`src/sv/sos_pkg.sv`:
```
`timescale 1ns / 1ps

package sos_pkg;

   // Field widths fixed by the request and result formats.
   localparam int COORD_W  = 16;
   localparam int SHAPE_W  = 4;
   localparam int ACTION_W = 2;
   localparam int EDGE_W   = 5;

   // Default store depth.
   localparam int MAX_VERTICES_DEF = 32;

   // Arithmetic widths derived from the coordinate width.
   localparam int DIFF_W = COORD_W + 1;       // coordinate difference
   localparam int PROD_W = 2 * DIFF_W;        // cross product term
   localparam int NUM_W  = PROD_W + 2;        // cross product after sign fix
   localparam int MULN_W = NUM_W + DIFF_W;    // numerator of interpolation
   localparam int QUO_W  = DIFF_W;            // quotient bits from the divider
   localparam int RES_W  = QUO_W + 2;         // signed rounded quotient

   // Request action codes.
   localparam logic [ACTION_W-1:0] ACT_CLEAR = 2'd0;
   localparam logic [ACTION_W-1:0] ACT_LOAD  = 2'd1;
   localparam logic [ACTION_W-1:0] ACT_QUERY = 2'd2;

   // One stored polygon vertex.
   typedef struct packed {
      logic signed [COORD_W-1:0] x;
      logic signed [COORD_W-1:0] y;
      logic signed [COORD_W-1:0] z;
      logic [SHAPE_W-1:0]        shape;
      logic                      closes;
   } vertex_type;

   // Commands from the controller to the datapath.
   typedef struct packed {
      logic clear;
      logic load;
      logic query;
      logic latch_p;
      logic read_q;
      logic calc_geo;
      logic calc_mul;
      logic calc_cmp1;
      logic calc_cmp2;
      logic calc_nmul;
      logic div_start;
      logic commit;
      logic next_edge;
      logic finish;
   } cmd_type;

   // Status from the datapath to the controller.
   typedef struct packed {
      logic scan_done;
      logic skip;
      logic hit;
      logic div_done;
      logic commit_ok;
      logic finish_ok;
   } stat_type;

endpackage

```
`src/sv/sos_ctrl.sv`:
```
`timescale 1ns / 1ps

// Sequencer for request decode and the edge scan of a query.
module sos_ctrl
   import sos_pkg::*;
(
   input  logic                clock,
   input  logic                reset,
   input  logic                req_valid,
   input  logic [ACTION_W-1:0] req_action,
   output logic                req_stall,
   input  stat_type            stat,
   output cmd_type             cmd
);

   typedef enum logic [14:0] {
      ST_IDLE     = 15'b000000000000001,
      ST_RD_P     = 15'b000000000000010,
      ST_WAIT_P   = 15'b000000000000100,
      ST_DECIDE   = 15'b000000000001000,
      ST_WAIT_Q   = 15'b000000000010000,
      ST_MUL      = 15'b000000000100000,
      ST_CMP1     = 15'b000000001000000,
      ST_CMP2     = 15'b000000010000000,
      ST_TEST     = 15'b000000100000000,
      ST_NMUL     = 15'b000001000000000,
      ST_DIV_GO   = 15'b000010000000000,
      ST_DIV_WAIT = 15'b000100000000000,
      ST_COMMIT   = 15'b001000000000000,
      ST_FINISH   = 15'b010000000000000,
      ST_SPARE    = 15'b100000000000000
   } state_type;

   state_type state_ff, state_in;

   // Next state and command decode.
   always_comb begin
      state_in = state_ff;
      cmd      = '0;
      case (state_ff)
         ST_IDLE: begin
            if (req_valid) begin
               if (req_action == ACT_CLEAR) begin
                  cmd.clear = 1'b1;
               end else if (req_action == ACT_LOAD) begin
                  cmd.load = 1'b1;
               end else if (req_action == ACT_QUERY) begin
                  cmd.query = 1'b1;
                  state_in  = ST_RD_P;
               end
            end
         end
         ST_RD_P: begin
            state_in = stat.scan_done ? ST_FINISH : ST_WAIT_P;
         end
         ST_WAIT_P: begin
            cmd.latch_p = 1'b1;
            state_in    = ST_DECIDE;
         end
         ST_DECIDE: begin
            if (stat.skip) begin
               cmd.next_edge = 1'b1;
               state_in      = ST_RD_P;
            end else begin
               cmd.read_q = 1'b1;
               state_in   = ST_WAIT_Q;
            end
         end
         ST_WAIT_Q: begin
            cmd.calc_geo = 1'b1;
            state_in     = ST_MUL;
         end
         ST_MUL: begin
            cmd.calc_mul = 1'b1;
            state_in     = ST_CMP1;
         end
         ST_CMP1: begin
            cmd.calc_cmp1 = 1'b1;
            state_in      = ST_CMP2;
         end
         ST_CMP2: begin
            cmd.calc_cmp2 = 1'b1;
            state_in      = ST_TEST;
         end
         ST_TEST: begin
            if (stat.hit) begin
               state_in = ST_NMUL;
            end else begin
               cmd.next_edge = 1'b1;
               state_in      = ST_RD_P;
            end
         end
         ST_NMUL: begin
            cmd.calc_nmul = 1'b1;
            state_in      = ST_DIV_GO;
         end
         ST_DIV_GO: begin
            cmd.div_start = 1'b1;
            state_in      = ST_DIV_WAIT;
         end
         ST_DIV_WAIT: begin
            if (stat.div_done) begin
               state_in = ST_COMMIT;
            end
         end
         ST_COMMIT: begin
            if (stat.commit_ok) begin
               cmd.commit    = 1'b1;
               cmd.next_edge = 1'b1;
               state_in      = ST_RD_P;
            end
         end
         ST_FINISH: begin
            if (stat.finish_ok) begin
               cmd.finish = 1'b1;
               state_in   = ST_IDLE;
            end
         end
         default: begin
            state_in = ST_IDLE;
         end
      endcase
   end

   always_ff @(posedge clock) begin
      if (reset) begin
         state_ff <= ST_IDLE;
      end else begin
         state_ff <= state_in;
      end
   end

   assign req_stall = (state_ff != ST_IDLE);

endmodule

```
`config.mk`:
```
export PLATFORM = sky130hd
export DESIGN_NAME = sos_ctrl
export DESIGN_NICKNAME = d
export VERILOG_FILES = /design/src/sv/sos_pkg.sv /design/src/sv/sos_ctrl.sv
export SDC_FILE = /design/constraint.sdc
export NUM_CORES = 1
export LEC_CHECK = 0
export ABC_AREA = 1
export BUFFER_PORTS_ARGS = -buffer_cell sky130_fd_sc_hd__buf_2
export CORE_ASPECT_RATIO = 0.9
export CORE_MARGIN = 3
export CORE_UTILIZATION = 42
export DETAILED_ROUTE_END_ITERATION = 12
export PLACE_DENSITY = 0.68
export SLEW_MARGIN = 20
export SYNTH_ARGS = -nofsm -noshare
export SYNTH_HDL_FRONTEND = slang
export SYNTH_SLANG_ARGS = --single-unit
```
`constraint.sdc`:
```
create_clock -name clock -period 1.4 [get_ports clock]
set_input_delay 0.21 -clock clock [delete_from_list [all_inputs] [get_ports clock]]
set_output_delay 0.21 -clock clock [all_outputs]
set_load 0.02 [all_outputs]
```
Word level (Yosys, flattened, before mapping)
Cells that the tools add are included.
{"block": "op_classes", "eq_ne": 24, "mux": 34, "reduce_logical": 2}
{"operator": "15-bit case mux with 14 select lines", "n": 1}
{"operator": "15-bit two-way mux", "n": 7}
{"operator": "1-bit two-way mux", "n": 18}
{"operator": "15-bit by 1-bit equality test with 1-bit output, second input constant", "n": 1}
{"operator": "15-bit by 10-bit equality test with 1-bit output, second input constant", "n": 1}
{"operator": "15-bit by 11-bit equality test with 1-bit output, second input constant", "n": 1}
{"operator": "15-bit by 12-bit equality test with 1-bit output, second input constant", "n": 1}
{"operator": "15-bit by 13-bit equality test with 1-bit output, second input constant", "n": 1}
{"operator": "15-bit by 14-bit equality test with 1-bit output, second input constant", "n": 1}
{"operator": "15-bit by 2-bit equality test with 1-bit output, second input constant", "n": 1}
{"operator": "15-bit by 3-bit equality test with 1-bit output, second input constant", "n": 1}
{"operator": "15-bit by 4-bit equality test with 1-bit output, second input constant", "n": 1}
{"operator": "15-bit by 5-bit equality test with 1-bit output, second input constant", "n": 1}
{"operator": "15-bit by 6-bit equality test with 1-bit output, second input constant", "n": 1}
{"operator": "15-bit by 7-bit equality test with 1-bit output, second input constant", "n": 1}
{"operator": "15-bit by 8-bit equality test with 1-bit output, second input constant", "n": 1}
{"operator": "15-bit by 9-bit equality test with 1-bit output, second input constant", "n": 1}
{"operator": "15-bit by 1-bit inequality test with 1-bit output, second input constant", "n": 1}
{"operator": "14-bit two-way mux", "n": 1}
{"operator": "2-bit inequality test, second input constant", "n": 7}
{"operator": "10-bit two-way mux", "n": 1}
{"operator": "7-bit AND reduction", "n": 1}
{"operator": "3-bit two-way mux", "n": 2}
{"operator": "5-bit two-way mux", "n": 1}
{"operator": "5 further kinds", "n": 6}
{"block": "totals", "output_inout_bits": 15, "ff_bits": 15}

Longest topological paths before layout
{"block": "depth", "word_depth": 6, "ltp_mapped": 11}

Worst setup path before layout
Ideal clock, no wire load.
{"block": "synth_path", "path_kind": "register to output", "from": "register state_ff[10]", "to": "output port cmd[12] (netlist name)", "path_stages_with_launch": 7, "required_ns": 1.190, "path_buffers": 1, "path_slack_ns": -0.470, "arrival_time_ns": 1.660, "path_cell_list": "dfxtp_1 > nor2_1 > nand2_1 > nor2_1 > buf_4 > nand2_1 > nor4_1"}
{"item": "start, declared", "line": "sos_ctrl.sv:34", "rtl": "state_type state_ff, state_in;"}
{"item": "start signal, assigned", "line": "sos_ctrl.sv:129", "rtl": "state_ff <= state_in;"}
{"item": "end, declared", "line": "sos_ctrl.sv:13", "rtl": "output cmd_type cmd"}

==> impl_metrics.ini <==
[worst_setup_path]
cp_top_family = simple AND/OR/NAND/NOR gates
cp.arrival_ps = 1660
endpoint_kind = output pin
path_cells = nor2_4 > buf_6 > nand2_1 > nor2_1 > nand3_1 > o221ai_2 > buf_4
cpPeakStageDelay_ps = 340
crit_required_ps = 1190
cp_slowest_cell = dfxtp_2
path_buf_inv = 2
critPathKind = register to output pin
cp_max_fo = 2
crit_path_start_kind = register

[place]
hpwl_um = 2330
gp_congestion = 0.887
dpl.cell_count = 237
portBuffers = 25
place_ws_ps = -152

[drt]
first_pass_iters = 4
top_layer = met4
wl_met3_um = 333
antenna_left = 0
via_per_inst = 5.44
met1_length_um = 1640
wl_per_cell_um = 17.0
wirelength_um = 4570
drtIter0Drc = 100
wl_met2_um = 2430
vias = 1463
drc_errors = 0

[logic_synthesis]
ys_warn_count = 0
ys_seq_area_share_pct = 27.3
synthesis.nets = 172
synth_area_sq_um = 1030
ys_types = 22
syn_inst = 161
avgSynthCellArea_sq_um = 6.38
ys_ff_latch = 14

[cells_and_area]
final_cell_mix = buf_4 (52), inv_1 (25), nand2_1 (20), nor2_1 (18), buf_6 (16)
fin_nets = 255
regArea_sq_um = 298
top_regs = state_ff x14
layout_commonest_cell = buf_4
multi_input_area_sq_um = 861
largest_reg_flops = 14
top_register = state_ff
layout.cells.non_filler = 269
fin_util_pct = 90.0
syn2layout_area_growth_pct = 96.3
antenna_cells = 0
drive_gt1_share_pct = 65.7
fill_cells = 101

[grt]
grt_usage_pct = 25.7
grt_pass1_wl_um = 5820
grt_pass1_vias = 1323
overflow = 0
antenna_found_initial = 0
grt_max_degree = 12

[clock_tree]
clkTransAtPathRegs_ps = 90
cts_num_sinks = 14
cts_tree = built
cts_made_buffers = 3
ctsHoldBuffers = 0
ctsRootBufferMaster = clkbuf_4
h-tree-depth = 1
clock_latency_ps = 290
cts.path.max_buffers = 2

[sta]
relSlewSlack_pct = 72.6
fmax_mhz = 534
rsz0062_at_grt = yes
period_share_pct = 134
worst-slew-pin-transition_ps = 411
fin_skew_ps = 4.16
setup_viol = 28
fin_tns_setup_ps = -8440
slew_viol_final = 0
timing.final.ws_setup_ps = -471
fin_crit_ps = 1870
final_hold_viol_count = 0

[floorplan]
num_rows = 16
initial_core_util_pct = 45.8
coreArea_sq_um = 2240
die_y_um = 52.9
die-width_um = 58.1
ios = 26
die-area_sq_um = 3080

[pwr]
power_leakage_nw = 1.02
ir_worst_vdd_mv = 1.60
power_frac_seq_pct = 15.8
switchingPower_mw = 1.51
powerDensity_nw_per_um2 = 1580
intPower_mw = 1.68
power_frac_comb_pct = 76.5
p_clk_share_pct = 7.6
p_sw_share_pct = 47.3

[status]
violations = setup timing
outcome = finished with violations

[worst_hold_path]
hold_class = primary input to register

[run]
cap_violations = 0
-- kinds of logic (layout without fill, tap and decap cells) --
group	Yosys count	in the layout	synth area share, %
and+or+nand+nor	104	104	54.6
buffers and inverters	36	117	14.4
DFF	14	14	27.3
AOI/OAI and AO/OA	7	7	3.78
-- repair_timing --
action / CTS / global route
setup endpoints to repair: 27 / 28
gates cloned: 1 / 0
setup buffers: 16 / 12
gates resized for setup: 59 / 27
hold endpoints to repair: 0 / 0
pin swaps: 13 / 8
-- path summary, 6_finish.rpt --
kind,cells after the start,to,slack [ps],startpoint
max,7,cmd[1],-470,state_ff[13]$_SDFFE_PP0P_
min,2,state_ff[13]$_SDFFE_PP0P_,130,reset
max reg2reg,13,state_ff[11]$_SDFFE_PP0P_,-330,state_ff[8]$_SDFFE_PP0P_
min reg2reg,4,state_ff[9]$_SDFFE_PP0P_,710,state_ff[8]$_SDFFE_PP0P_
-- layout make-up --
type / instances / share of cell area [%]
Multi-Input combinational cell: 111 / 42.7
Timing Repair Buffer: 81 / 33.4
Sequential cell: 14 / 14.8
Inverter: 33 / 6.39
Tap cell: 27 / 1.67
Clock buffer: 3 / 1.12
-- power by group through the flow --
| stage | Combinational, mW | Sequential [mW] | Clock [mW] |
|---|---|---|---|
| 4_1_cts | 1.98 | 0.499 | 0.245 |
| 3_3_place_gp | 1.48 | 0.488 | 0 |
| 2_1_floorplan | 1.04 | 0.484 | 0 |
| 6_report | 2.44 | 0.504 | 0.243 |
| 5_1_grt | 2.55 | 0.509 | 0.256 |
| 3_5_place_dp | 1.50 | 0.492 | 0 |
-- routing by layer --
metal  vias to the layer above  GRT usage (%)
met5                         -              0
met4                         0           9.65
met3                        20           7.56
met2                        75           49.8
met1                       705           25.8
li1                        663              -
-- metrics by stage --
| stage | total power, mW | cell area [sq um] | hold WS, ps |
|---|---|---|---|
| after floorplan | 1.52 | 1120 | 279 |
| after global placement | 1.97 | 1470 | 435 |
| after detailed placement | 2.00 | 1470 | 442 |
| after CTS | 2.72 | 1830 | 125 |
| after global routing | 3.31 | 2020 | 139 |
| final | 3.18 | 2020 | 134 |
-- Yosys cell counts --
master | number | share of area, %
inv_1 | 28 | 10
nor2_1 | 28 | 10
nand2_1 | 27 | 9.9
nand3_1 | 17 | 8.3
dfxtp_1 | 14 | 27
nand3_2 | 7 | 6.8
nor2_2 | 6 | 3.7
nor3_2 | 6 | 5.8
inv_2 | 5 | 1.8
o21ai_0 | 4 | 1.9
nand2_2 | 3 | 1.8
nor3_1 | 3 | 1.5
a21oi_1 | 2 | 0.97
nand2_4 | 2 | 2.2
nor4_1 | 2 | 1.2
buf_2 | 1 | 0.49
buf_4 | 1 | 0.73
buf_6 | 1 | 1.1
nand4_1 | 1 | 0.61
nor2_8 | 1 | 1.9
o221ai_1 | 1 | 0.85
or2_2 | 1 | 0.61
(Power assumes the default switching activity.)
